File: config.mk
export PLATFORM = sky130hd
export DESIGN_NAME = light_gate_speed_timer
export DESIGN_NICKNAME = d
export VERILOG_FILES = /design/src/hdl/lgst_pkg.sv /design/src/hdl/lgst_ctrl.sv /design/src/hdl/lgst_dp.sv /design/src/hdl/light_gate_speed_timer.sv
export VERILOG_INCLUDE_DIRS = /design/src /design/src/hdl
export SDC_FILE = /design/constraint.sdc
export NUM_CORES = 1
export LEC_CHECK = 0
export ABC_AREA = 0
export BUFFER_PORTS_ARGS = -buffer_cell sky130_fd_sc_hd__buf_2
export CORE_MARGIN = 3
export CORE_UTILIZATION = 37
export CTS_CLUSTER_SIZE = 24
export DETAILED_ROUTE_END_ITERATION = 10
export PLACE_DENSITY_LB_ADDON = 0.12
export SYNTH_ARGS = -nofsm -noshare
export SYNTH_HDL_FRONTEND = slang
export SYNTH_SLANG_ARGS = --single-unit
File: constraint.sdc
create_clock -name clock -period 3.72 [get_ports clock]
set_clock_uncertainty 0.05 [all_clocks]
set_input_delay 0.558 -clock clock [delete_from_list [all_inputs] [get_ports clock]]
set_output_delay 0.558 -clock clock [all_outputs]
set_load 0.02 [all_outputs]
File: src/hdl/light_gate_speed_timer_assert.svh
// Assertion macros used by the speed timer controller.
// Depends on nothing; the bodies are empty when SYNTHESIS is defined.
`ifndef LIGHT_GATE_SPEED_TIMER_ASSERT_SVH
`define LIGHT_GATE_SPEED_TIMER_ASSERT_SVH
`ifndef SYNTHESIS
`define LGST_ASSERT_IMPLIES(label, clk, rst, cond, prop) \
   label: assert property (@(posedge clk) disable iff (rst) (cond) |-> (prop)) \
      else $error("speed timer assertion failed");
`define LGST_ASSERT_NEXT(label, clk, rst, cond, prop) \
   label: assert property (@(posedge clk) disable iff (rst) (cond) |=> (prop)) \
      else $error("speed timer assertion failed");
`else
`define LGST_ASSERT_IMPLIES(label, clk, rst, cond, prop)
`define LGST_ASSERT_NEXT(label, clk, rst, cond, prop)
`endif
`endif

File: src/hdl/lgst_pkg.sv
// Package of the light gate speed timer: constants, payload structs,
// controller state type and the command and status structs. No dependencies.
package lgst_pkg;

   localparam int DIST_BITS          = 16;
   localparam int STEP_BITS          = $clog2(DIST_BITS);
   localparam int COUNT_BITS_DEFAULT = 16;
   localparam int CSR_ADDR_BITS      = 3;
   localparam int CSR_DATA_BITS      = 32;

   localparam logic [DIST_BITS-1:0] DIST_RESET = 16'd5000;
   localparam logic [DIST_BITS-1:0] SPEED_SAT  = 16'hFFFF;
   localparam logic [3:0]           DIGIT_TOP  = 4'd9;
   localparam logic [STEP_BITS-1:0] STEP_LAST  = STEP_BITS'(DIST_BITS - 1);

   localparam logic OP_TICK     = 1'b0;
   localparam logic OP_SAMPLE   = 1'b1;
   localparam logic GATE_BROKEN = 1'b0;

   // Register index as decoded from address bit 2.
   localparam logic REG_SCALED_DISTANCE = 1'b0;

   typedef struct packed {
      logic op;
      logic gate_a_level;
      logic gate_b_level;
   } req_type;

   typedef struct packed {
      logic        running;
      logic [15:0] elapsed_ticks;
      logic [7:0]  seconds_digit;
      logic [3:0]  tenths_digit;
      logic [3:0]  hundredths_digit;
      logic [3:0]  thousandths_digit;
      logic        speed_valid;
      logic [15:0] speed_value;
      logic        divide_by_zero;
   } rsp_type;

   typedef enum logic [1:0] {
      ST_IDLE,
      ST_DIVIDE,
      ST_FINISH
   } state_type;

   typedef struct packed {
      logic exec_simple;
      logic div_start;
      logic div_step;
      logic div_finish;
   } cmd_type;

   typedef struct packed {
      logic hold_valid;
      logic hold_stop;
      logic out_free;
      logic rsp_pending;
   } stat_type;

endpackage

File: src/hdl/lgst_ctrl.sv
// Controller of the speed timer: sequences simple requests and the serial
// divide. Depends on lgst_pkg and light_gate_speed_timer_assert.svh.
`include "light_gate_speed_timer_assert.svh"

module lgst_ctrl
   import lgst_pkg::*;
(
   input  logic     clock,
   input  logic     reset,
   input  stat_type stat,
   output cmd_type  cmd
);

   state_type             state_ff, state_in;
   logic [STEP_BITS-1:0]  step_ff, step_in;
   logic                  step_last;

   assign step_last = (step_ff == STEP_LAST);

   always_comb begin
      state_in = state_ff;
      unique case (state_ff)
         ST_IDLE: begin
            if (stat.hold_valid && stat.out_free && stat.hold_stop) begin
               state_in = ST_DIVIDE;
            end
         end
         ST_DIVIDE: begin
            if (step_last) begin
               state_in = ST_FINISH;
            end
         end
         ST_FINISH: begin
            state_in = ST_IDLE;
         end
         default: begin
            state_in = ST_IDLE;
         end
      endcase
   end

   always_comb begin
      cmd = '0;
      unique case (state_ff)
         ST_IDLE: begin
            if (stat.hold_valid && stat.out_free) begin
               cmd.div_start   = stat.hold_stop;
               cmd.exec_simple = !stat.hold_stop;
            end
         end
         ST_DIVIDE: begin
            cmd.div_step = 1'b1;
         end
         ST_FINISH: begin
            cmd.div_finish = 1'b1;
         end
         default: begin
            cmd = '0;
         end
      endcase
   end

   always_comb begin
      step_in = step_ff;
      if (cmd.div_start) begin
         step_in = '0;
      end else if (cmd.div_step) begin
         step_in = step_ff + STEP_BITS'(1);
      end
   end

   always_ff @(posedge clock) begin
      if (reset) begin
         state_ff <= ST_IDLE;
         step_ff  <= '0;
      end else begin
         state_ff <= state_in;
         step_ff  <= step_in;
      end
   end

   `LGST_ASSERT_IMPLIES(a_divide_has_request, clock, reset, state_ff != ST_IDLE, stat.hold_valid)
   `LGST_ASSERT_NEXT(a_start_enters_divide, clock, reset, cmd.div_start, state_ff == ST_DIVIDE)
   `LGST_ASSERT_IMPLIES(a_finish_output_empty, clock, reset, state_ff == ST_FINISH, !stat.rsp_pending)

endmodule

File: src/hdl/lgst_dp.sv
// Datapath of the speed timer: request holding register, timing counters,
// serial restoring divider, distance register and result register.
// Depends on lgst_pkg.
module lgst_dp
   import lgst_pkg::*;
#(
   parameter int COUNT_BITS = COUNT_BITS_DEFAULT
)(
   input  logic                 clock,
   input  logic                 reset,
   input  logic                 req_valid,
   input  req_type              req_data,
   output logic                 req_stall,
   input  logic                 rsp_stall,
   output logic                 rsp_valid,
   output rsp_type              rsp_data,
   input  logic                 cfg_we,
   input  logic [DIST_BITS-1:0] cfg_wdata,
   output logic [DIST_BITS-1:0] cfg_rdata,
   input  cmd_type              cmd,
   output stat_type             stat
);

   logic                  hold_valid_ff, hold_valid_in;
   req_type               hold_ff;
   logic                  accept, release_hold;

   logic                  active_ff, active_in;
   logic [COUNT_BITS-1:0] tick_ff, tick_in;
   logic [7:0]            sec_ff, sec_in;
   logic [3:0]            tenth_ff, tenth_in;
   logic [3:0]            hund_ff, hund_in;
   logic [3:0]            thou_ff, thou_in;
   logic                  c_thou, c_hund, c_tenth;

   logic [DIST_BITS-1:0]  dist_ff;

   logic [COUNT_BITS-1:0] rem_ff, rem_in;
   logic [DIST_BITS-1:0]  quot_ff, quot_in;
   logic [COUNT_BITS-1:0] dvs_ff;
   logic [COUNT_BITS:0]   rem_shift, rem_diff;
   logic                  rem_ge;

   logic                  rsp_valid_ff, rsp_valid_in;
   rsp_type               rsp_ff, rsp_in;

   assign accept       = req_valid && !hold_valid_ff;
   assign release_hold = cmd.exec_simple || cmd.div_finish;
   assign req_stall    = hold_valid_ff;

   assign stat.hold_valid  = hold_valid_ff;
   assign stat.hold_stop   = (hold_ff.op == OP_SAMPLE) && (hold_ff.gate_b_level == GATE_BROKEN);
   assign stat.out_free    = !rsp_valid_ff || !rsp_stall;
   assign stat.rsp_pending = rsp_valid_ff;

   always_comb begin
      hold_valid_in = hold_valid_ff;
      if (accept) begin
         hold_valid_in = 1'b1;
      end else if (release_hold) begin
         hold_valid_in = 1'b0;
      end
   end

   // Decimal cascade: a digit at nine or above rolls to zero and carries.
   assign c_thou  = (thou_ff >= DIGIT_TOP);
   assign c_hund  = (hund_ff >= DIGIT_TOP);
   assign c_tenth = (tenth_ff >= DIGIT_TOP);

   always_comb begin
      active_in = active_ff;
      tick_in   = tick_ff;
      sec_in    = sec_ff;
      tenth_in  = tenth_ff;
      hund_in   = hund_ff;
      thou_in   = thou_ff;
      if (cmd.div_start) begin
         active_in = 1'b0;
      end else if (cmd.exec_simple) begin
         priority if (hold_ff.op == OP_TICK) begin
            if (active_ff) begin
               tick_in = tick_ff + COUNT_BITS'(1);
               thou_in = c_thou ? 4'd0 : thou_ff + 4'd1;
               if (c_thou) begin
                  hund_in = c_hund ? 4'd0 : hund_ff + 4'd1;
                  if (c_hund) begin
                     tenth_in = c_tenth ? 4'd0 : tenth_ff + 4'd1;
                     if (c_tenth) begin
                        sec_in = sec_ff + 8'd1;
                     end
                  end
               end
            end
         end else if (hold_ff.gate_a_level == GATE_BROKEN) begin
            active_in = 1'b1;
            tick_in   = '0;
            sec_in    = '0;
            tenth_in  = '0;
            hund_in   = '0;
            thou_in   = '0;
         end else begin
            active_in = active_ff;
         end
      end
   end

   // One restoring step per cycle, most significant dividend bit first.
   assign rem_shift = {rem_ff, quot_ff[DIST_BITS-1]};
   assign rem_diff  = rem_shift - {1'b0, dvs_ff};
   assign rem_ge    = (rem_shift >= {1'b0, dvs_ff});

   always_comb begin
      rem_in  = rem_ff;
      quot_in = quot_ff;
      if (cmd.div_start) begin
         rem_in  = '0;
         quot_in = dist_ff;
      end else if (cmd.div_step) begin
         rem_in  = rem_ge ? rem_diff[COUNT_BITS-1:0] : rem_shift[COUNT_BITS-1:0];
         quot_in = {quot_ff[DIST_BITS-2:0], rem_ge};
      end
   end

   always_comb begin
      rsp_valid_in = rsp_valid_ff;
      rsp_in       = rsp_ff;
      if (cmd.exec_simple || cmd.div_finish) begin
         rsp_valid_in             = 1'b1;
         rsp_in.running           = active_in;
         rsp_in.elapsed_ticks     = 16'(tick_in);
         rsp_in.seconds_digit     = sec_in;
         rsp_in.tenths_digit      = tenth_in;
         rsp_in.hundredths_digit  = hund_in;
         rsp_in.thousandths_digit = thou_in;
         rsp_in.speed_valid       = cmd.div_finish;
         rsp_in.divide_by_zero    = cmd.div_finish && (dvs_ff == '0);
         if (!cmd.div_finish) begin
            rsp_in.speed_value = '0;
         end else if (dvs_ff == '0) begin
            rsp_in.speed_value = SPEED_SAT;
         end else begin
            rsp_in.speed_value = quot_ff;
         end
      end else if (!rsp_stall) begin
         rsp_valid_in = 1'b0;
      end
   end

   always_ff @(posedge clock) begin
      if (reset) begin
         hold_valid_ff <= 1'b0;
         rsp_valid_ff  <= 1'b0;
         active_ff     <= 1'b0;
         tick_ff       <= '0;
         sec_ff        <= '0;
         tenth_ff      <= '0;
         hund_ff       <= '0;
         thou_ff       <= '0;
         dist_ff       <= DIST_RESET;
      end else begin
         hold_valid_ff <= hold_valid_in;
         rsp_valid_ff  <= rsp_valid_in;
         active_ff     <= active_in;
         tick_ff       <= tick_in;
         sec_ff        <= sec_in;
         tenth_ff      <= tenth_in;
         hund_ff       <= hund_in;
         thou_ff       <= thou_in;
         if (cfg_we) begin
            dist_ff <= cfg_wdata;
         end
      end
   end

   always_ff @(posedge clock) begin
      if (accept) begin
         hold_ff <= req_data;
      end
      if (cmd.div_start) begin
         dvs_ff <= tick_ff;
      end
      rem_ff  <= rem_in;
      quot_ff <= quot_in;
      rsp_ff  <= rsp_in;
   end

   assign rsp_valid = rsp_valid_ff;
   assign rsp_data  = rsp_ff;
   assign cfg_rdata = dist_ff;

endmodule

File: src/hdl/light_gate_speed_timer.sv
// A tick or start/idle sample goes from the request register to the result register;
// a stop sample runs the sixteen-step serial divider on the way, then the finish state.
// The request register frees when the result is written; a new request waits until then.
// A one-entry request register takes the next request while a result still waits.
// Reset is synchronous and active high: timing stops, all counts clear and the
// scaled distance returns to 5000. Depends on lgst_pkg, lgst_ctrl and lgst_dp.
module light_gate_speed_timer
   import lgst_pkg::*;
#(
   parameter int COUNT_BITS = COUNT_BITS_DEFAULT
)(
   input  logic                     clock,
   input  logic                     reset,
   // Request channel.
   input  logic                     req_valid,
   input  req_type                  req_data,
   output logic                     req_stall,
   // Result channel.
   output logic                     rsp_valid,
   output rsp_type                  rsp_data,
   input  logic                     rsp_stall,
   // Register port.
   input  logic                     psel,
   input  logic                     penable,
   input  logic                     pwrite,
   input  logic [CSR_ADDR_BITS-1:0] paddr,
   input  logic [CSR_DATA_BITS-1:0] pwdata,
   output logic [CSR_DATA_BITS-1:0] prdata,
   output logic                     pready
);

   // The controller and the datapath talk only through these two structs.
   cmd_type              cmd;
   stat_type             stat;
   logic                 cfg_we;
   logic                 reg_hit;
   logic [DIST_BITS-1:0] cfg_rdata;

   // The register port never waits. The single register sits at byte address
   // zero; address bit two selects the register, so the low bits are ignored
   // and any address with bit two set falls outside the register list.
   assign pready  = 1'b1;
   assign reg_hit = (paddr[2] == REG_SCALED_DISTANCE);
   assign cfg_we  = psel && penable && pwrite && pready && reg_hit;
   assign prdata  = reg_hit ? CSR_DATA_BITS'(cfg_rdata) : '0;

   // The controller picks up a held request once the result register can take
   // a new value, and runs the divider for stop samples.
   lgst_ctrl u_ctrl (
      .clock (clock),
      .reset (reset),
      .stat  (stat),
      .cmd   (cmd)
   );

   // The datapath keeps the timing state, the divider and the result register.
   lgst_dp #(
      .COUNT_BITS (COUNT_BITS)
   ) u_dp (
      .clock     (clock),
      .reset     (reset),
      .req_valid (req_valid),
      .req_data  (req_data),
      .req_stall (req_stall),
      .rsp_stall (rsp_stall),
      .rsp_valid (rsp_valid),
      .rsp_data  (rsp_data),
      .cfg_we    (cfg_we),
      .cfg_wdata (pwdata[DIST_BITS-1:0]),
      .cfg_rdata (cfg_rdata),
      .cmd       (cmd),
      .stat      (stat)
   );

endmodule
== Yosys cells after proc, flatten, opt, wreduce, memory -nomap -nowiden ==
Cells that the tools add are included.

* Register bits: 167
* Latch bits: 0
* Bits in writable memories: 0
* ROM bits: 0
* Input port bits: 45
* Output and inout port bits: 90
* Word-level logic and storage cells: 119
* Memories: 0

* Add/sub/neg operators: 7
* Multipliers: 0
* Divide/modulo/power cells: 0
* $lt $le $gt $ge: 4
* Equality and inequality tests: 6
* Shift operators: 0
* Muxes and demuxes: 54
* Bitwise gates (word level): 2
* Reduce and logical (&&, ||, !) cells: 20

{| class="wikitable"
|+ Operators by type and width
! kind !! count
|-
| 2-to-1 mux 16 bit || 10
|-
| 2-to-1 mux 4 bit || 21
|-
| 2-to-1 mux 8 bit || 8
|-
| greater-or-equal comparator 17 x 16 -> 1 bit || 1
|-
| adder 16 x 1 -> 16 bit (second input constant) || 1
|-
| adder 4 x 1 -> 4 bit (second input constant) || 4
|-
| logical NOT 16 bit || 1
|-
| subtractor 16 bit || 1
|-
| greater-or-equal comparator 4 bit (second input constant) || 3
|-
| 2-to-1 mux 1 bit || 10
|-
| adder 8 x 1 -> 8 bit (second input constant) || 1
|-
| logical AND 1 bit || 8
|-
| 2-to-1 mux 2 bit || 4
|-
| != test 2 x 1 -> 1 bit (second input constant) || 3
|-
| == test 4 bit (second input constant) || 1
|-
| logical NOT 1 bit || 4
|-
| one-hot mux 2 bit (2 select lines) || 1
|-
| nonzero test 2 bit || 2
|-
| == test 2 x 1 -> 1 bit (second input constant) || 1
|-
| == test 2 bit (second input constant) || 1
|-
| logical NOT 2 bit || 1
|-
| logical OR 1 bit || 2
|-
| inverter 1 bit || 2
|-
| AND reduction 2 bit || 1
|-
| OR reduction 2 bit || 1
|}

== Longest topological paths before layout ==
* Depth in word-level cells: 8
* Mapped depth: 10
* Mapped depth without buffers: 10

== By module ==
Synthesis repeated with hierarchy kept, for this count alone.

* Cell total of the unflattened synthesis: 771
* Area total of the unflattened synthesis: 8165.3 um2

{| class="wikitable"
|+ Modules (own cells, without submodules)
! module !! times used !! cells an instance !! area an instance (um2) !! seq. area each (um2)
|-
| lgst_dp || 1 || 702 || 7567.3 || 4124.0
|-
| lgst_ctrl || 1 || 32 || 326.6 || 120.1
|-
| light_gate_speed_timer || 1 || 37 || 271.5 || 0.0
|}

== Least setup slack after synthesis ==
Ideal clock, no wire load.

* Path kind: input -> register
* Start point: input rsp_stall
* End point: register u_dp.rsp_ff, in the netlist u_dp.rsp_data[0] (enable)
* Library setup time: 0.409 ns
* Arrival: 2.563 ns
* Data required time: 3.261 ns
* Slack: 0.697 ns
* Stages: 5
* Path buffers: 1
* Path through: a211o_1 > nor3_1 > buf_2 > nor2_1 > inv_1

* Longest elaborated chain between the ends: 6

{| class="wikitable"
|+ Ends and longest elaborated chain
! element !! RTL line !! source
|-
| from (decl) || light_gate_speed_timer.sv:21 || <nowiki>input logic rsp_stall,</nowiki>
|-
| logical NOT 1 bit || lgst_dp.sv:53 || <nowiki>assign stat.out_free = !rsp_valid_ff || !rsp_stall;</nowiki>
|-
| logical OR 1 bit || lgst_dp.sv:53 ||
|-
| logical AND 1 bit || lgst_ctrl.sv:46 || <nowiki>if (stat.hold_valid && stat.out_free) begin</nowiki>
|-
| 2-to-1 mux 2 bit || lgst_ctrl.sv:46 ||
|-
| 2-to-1 mux 2 bit || lgst_ctrl.sv:44 || <nowiki>unique case (state_ff)</nowiki>
|-
| logical OR 1 bit || n/a ||
|-
| net u_dp.release_hold || lgst_dp.sv:26 || <nowiki>logic accept, release_hold;</nowiki>
|-
| to (signal assigned) || lgst_dp.sv:184 || <nowiki>rsp_ff <= rsp_in;</nowiki>
|-
| to (decl) || lgst_dp.sv:45 || <nowiki>rsp_type rsp_ff, rsp_in;</nowiki>
|}

The timed path passes the listed nets, and every way through them passes these cells.
A chain may end at the register's enable or synchronous reset.

== Worst setup path in the final report ==
* Start point: register u_dp.quot_ff[15]
* End point: register u_dp.rem_ff[12]

* Longest elaborated chain between the ends: 2
* Elaborated cells between the ends (all ways): 3
* Classes of those cells: add/sub: 1; order compare: 1; mux: 1

{| class="wikitable"
|+ Ends and longest elaborated chain
! element !! RTL line !! source
|-
| from (decl) || lgst_dp.sv:39 || <nowiki>logic [DIST_BITS-1:0] quot_ff, quot_in;</nowiki>
|-
| from (signal assigned) || lgst_dp.sv:183 || <nowiki>quot_ff <= quot_in;</nowiki>
|-
| subtractor 16 bit / greater-or-equal comparator 17 x 16 -> 1 bit (equally long branches) || lgst_dp.sv:109, lgst_dp.sv:110 ||
|-
| 2-to-1 mux 16 bit (*) || lgst_dp.sv:119 || <nowiki>rem_in = rem_ge ? rem_diff[COUNT_BITS-1:0] : rem_shift[COUNT_BITS-1:0];</nowiki>
|-
| to (signal assigned) || lgst_dp.sv:182 || <nowiki>rem_ff <= rem_in;</nowiki>
|-
| to (decl) || lgst_dp.sv:38 || <nowiki>logic [COUNT_BITS-1:0] rem_ff, rem_in;</nowiki>
|}

Every way passes the cells marked *; elsewhere a longest branch is shown, timed or not.

==> summary.md <==
| Metric | Value |
|---|---|
| Area taken by multi-input logic gates | `~3300 um2` |
| Maximum ir drop on the vdd rail | `around 0.26 mV` |
| Total via count after detailed routing | `between 5k and 6k` |
| Global placement routability congestion | `between 0.8 and 0.9` |
| Clock latency of the later-clocked register in the worst-skew pair | `0.43 ns` |
| Minimum clock period after layout | `2.64 ns` |
| Number of DRC violations after detailed routing | `0` |
| Number of enable-type register cells in the synthesized netlist | `90` |
| Rel. slew slack | `50.5%` |
| Clock tree from TritonCTS | `done` |
| Mapped Cells | `around 800` |
| Sequential area share after synthesis | `53.7%` |
| Most common flop cell mapped by yosys | `sky130_fd_sc_hd__edfxtp_1` |
| Final core utilization | `44.7%` |
| First-pass iteration count of the detailed router | `4` |
| Startpoint of the most critical register-to-register path | `u_dp.quot_ff[15]` |
| Pwr Density | `509 nW/um2` |
| Initial detailed-routing violation count | `around 470` |
| Die W | `about 150 um` |
| H-tree levels | `4` |
| Setup TNS | `0 ns` |
| Core region area | `20,600 um2` |
| Outcome | `finished, final reports clean` |
| Setup Viol. Count Final | `0` |
| Final wirelength | `18.3 mm` |
| Count of distinct cell types in the synthesized netlist | `65` |
| Clock tree sinks | `167` |
| Initial antenna violation count | `0` |
| Global-route total usage across every layer | `15.9%` |
| Detail-routed via count per cell | `5.03` |
| CP Max Fanout | `4` |
| Sort of element at the end of the critical path | `register` |
| Final std cell area, no fill | `9230 um2` |
| Setup repair after global routing missed its margin | `no` |
| Initial core utilization | `38.3%` |
| Non-filler cells, final | `1,169` |
| Total cell area at the placement stage | `8630 um2` |
| Count of antenna diodes in the layout | `0` |
| Count of cells along the worst hold path | `1` |
| First-pass GRT wire length | `roughly 30 mm` |
| Die outline area | `between 20,000 and 25,000 um2` |
| Count of buffers inserted at the top-level ports | `~100` |
| Clk pin slew, worst setup/hold paths | `0.07 ns` |
| Sum of net half-perimeters after detailed placement | `13.1 mm` |
| Maximum number of buffers from clock root to sink | `2` |
| Yosys warns | `0` |
| Async set-reset flop share out of synthesis | `0%` |
| Final Hold Fails | `0` |
| Root Driver | `sky130_fd_sc_hd__clkbuf_16` |
| Number of gates given a new drive strength after cts | `0` |
| Number of global-route vias before repair | `5,473` |
| Number of filler cells placed in the layout | `1,992` |
| Cell count of the worst reg-to-reg path | `10` |
| Slew Viols, Final | `0` |
| Antenna Nets Post-Route | `0` |
| Worst min-delay path category | `primary input to register` |
| Origin of the worst min-delay path | `req_data[1]` |
| Maximum number of pins on one net before global-route repair | `40` |
| Final net count | `960` |
| Total grt overflow | `0` |
| Hold Path End | `u_dp.hold_ff[1]` |
| Arrival @ worst endpoint | `approximately 2.9 ns` |
| Startpoint-to-endpoint class of the critical path | `register to register` |
| Static leakage | `3.82 nW` |
| FF-to-FF End | `u_dp.rem_ff[12]` |
| Proportion of layout cells with a drive suffix above 1 | `17.2%` |
| Placed cells | `1,137` |
| CP startpoint kind | `register` |
| Syn avg cell area | `10.0 um2` |
| Boundary pin count | `approximately 140` |
| Std cell rows | `52` |
| Cell area after synthesis | `7900 um2` |
| Fmax | `0.378 GHz` |
| Number of CTS-inserted buffers | `17` |
| Number of setup buffers added after CTS | `0` |
| Slew at the pin closest to its max-slew limit | `0.739 ns` |
| Post-synthesis sequential element count | `167` |
| Die outline height | `152 um` |
| Storage element area | `4240 um2` |
| CTS Hold Bufs | `0` |
| Layout overhead on the synthesized area | `16.8%` |
| Routed wire length per instance | `approximately 16 um` |
| Max capacitance violation total | `0` |
| Post-route clock period utilization | `71.1%` |
| Required time at the endpoint of the critical path | `3.99 ns` |
| Worst-case register-to-register setup slack | `1.08 ns` |
==> routing by layer <==
metal	global-route usage [%]	routed length (um)	up-vias
met2	24.7	8510	116
met4	3.72	164	0
met5	0	0	-
met3	3.50	677	11
met1	22.8	8980	2769
li1	-	-	2985
==> worst max-delay path by stage <==
stage                      from               end  slack (ns)  cells after the start
6_report       u_dp.quot_ff[15]   u_dp.rem_ff[12]        1.08                     10
5_1_grt         u_dp.dvs_ff[12]   u_dp.rem_ff[13]        0.89                      9
2_1_floorplan         rsp_stall  u_dp.rsp_data[0]        0.70                      5
4_1_cts        u_dp.quot_ff[15]   u_dp.rem_ff[12]        1.07                     10
3_5_place_dp          rsp_stall  u_dp.quot_ff[12]        0.89                      8
3_3_place_gp          rsp_stall  u_dp.quot_ff[12]        0.95                      8
==> through the flow <==
| step | setup slack, ns | power, mW | hold slack [ns] |
|---|---|---|---|
| after floorplan | 0.697 | 2.75 | 0.374 |
| after global placement | 0.946 | 2.94 | 0.407 |
| after detailed placement | 0.892 | 2.95 | 0.414 |
| after CTS | 1.07 | 4.74 | 0.242 |
| after global routing | 0.893 | 4.94 | 0.242 |
| final | 1.08 | 4.70 | 0.258 |
==> synth_stat cells, drive strengths merged (3+ instances only) <==
cell    number  area share [%]
or3b         3            0.33
ha          28             4.4
and2         5            0.40
o21ai       43             2.8
a21o        23             2.2
a21oi       36             2.3
nor4         8            0.63
a22oi        3            0.29
nand4b       3            0.33
edfxtp      90              34
nand3       40             2.5
xnor2        9             1.0
nand4       13             1.0
and3         7            0.55
xor2         8            0.89
mux2i        9             1.1
nand3b       8            0.76
a31oi        7            0.55
clkbuf      25             1.2
o311ai       6            0.67
buf         23             2.0
nor2        27             1.3
nor2b       52             4.2
or3          4            0.40
inv         30             1.4
nand2      133             6.3
and4         6            0.67
nor3        19             1.3
dfxtp       77              20
nand2b       3            0.24
a32oi        7            0.78
a211oi       5            0.48
==> sequential cells by signal, summed over array words and instances, names as in the netlist <==
| name | count |
|---|---|
| u_ctrl.state_ff | 2 |
| u_ctrl.step_ff | 4 |
| u_dp.active_ff | 1 |
| u_dp.cfg_rdata | 16 |
| u_dp.dvs_ff | 16 |
| u_dp.hold_ff | 3 |
| u_dp.hund_ff | 4 |
| u_dp.quot_ff | 16 |
| u_dp.rem_ff | 16 |
| u_dp.req_stall | 1 |
| u_dp.rsp_data | 55 |
| u_dp.rsp_valid | 1 |
| u_dp.sec_ff | 8 |
| u_dp.tenth_ff | 4 |
| u_dp.thou_ff | 4 |
| u_dp.tick_ff | 16 |
==> cell usage in the layout, fill, tap and decap left out, types with 4 or more instances in the layout <==
cell,netlist,final
sky130_fd_sc_hd__o21ai_0,41,41
sky130_fd_sc_hd__buf_2,5,99
sky130_fd_sc_hd__nand2_1,133,133
sky130_fd_sc_hd__nor4_1,8,8
sky130_fd_sc_hd__inv_6,0,5
sky130_fd_sc_hd__mux2i_1,9,9
sky130_fd_sc_hd__a211oi_1,5,5
sky130_fd_sc_hd__xor2_1,8,8
sky130_fd_sc_hd__and2_1,5,5
sky130_fd_sc_hd__a32oi_1,7,7
sky130_fd_sc_hd__nand4_1,13,13
sky130_fd_sc_hd__buf_4,17,12
sky130_fd_sc_hd__nor3_1,18,18
sky130_fd_sc_hd__conb_1,2,17
sky130_fd_sc_hd__clkbuf_16,0,18
sky130_fd_sc_hd__a31oi_1,7,7
sky130_fd_sc_hd__o311ai_0,4,4
sky130_fd_sc_hd__a21oi_1,36,36
sky130_fd_sc_hd__xnor2_1,9,9
sky130_fd_sc_hd__nor2_1,27,27
sky130_fd_sc_hd__ha_1,28,28
sky130_fd_sc_hd__dfxtp_1,77,77
sky130_fd_sc_hd__nor2b_1,51,51
sky130_fd_sc_hd__inv_1,30,29
sky130_fd_sc_hd__nand3b_1,8,8
sky130_fd_sc_hd__nand3_1,40,40
sky130_fd_sc_hd__edfxtp_1,90,90
sky130_fd_sc_hd__a21o_1,23,23
sky130_fd_sc_hd__and4_1,6,6
sky130_fd_sc_hd__and3_1,7,7
==> kinds of logic (layout without fill, tap and decap cells) <==
logic type	count (synthesis)	count (layout)	share of synthesized area (%)
buf+inv	79	174	4.64
flops	167	167	53.7
compound gates	148	148	11.9
mux	10	10	1.28
simple gates	337	337	21.7
xor+xnor	17	17	1.89
fa+ha+maj	29	29	4.69
other cells	2	17	0.0951
==> where the power goes <==
part	switching [mW]	internal, mW
clock	0.779	1.00
combinational	0.477	0.274
sequential	0.0914	2.07
==> cell type report <==
cell class | instances | share of cell area (%)
clock inverter | 12 | 1.41
multi-input combinational | 558 | 36.2
clock buffer | 20 | 5.07
sequential | 167 | 46.0
inverter | 31 | 1.26
timing repair buffer | 111 | 6.35
tap | 270 | 3.66
==> critical path, cell delays in order, from the launching register on <==
cell and delay, ns:
sky130_fd_sc_hd__edfxtp_1 0.43, sky130_fd_sc_hd__inv_1 0.08, sky130_fd_sc_hd__ha_1 0.17, sky130_fd_sc_hd__inv_1 0.06, sky130_fd_sc_hd__fa_1 0.39, sky130_fd_sc_hd__a21o_1 0.25
sky130_fd_sc_hd__a311o_1 0.38, sky130_fd_sc_hd__a221o_1 0.30, sky130_fd_sc_hd__a21oi_1 0.17, sky130_fd_sc_hd__xor2_1 0.16, sky130_fd_sc_hd__o21ai_0 0.08
(Power assumes the default switching activity.)
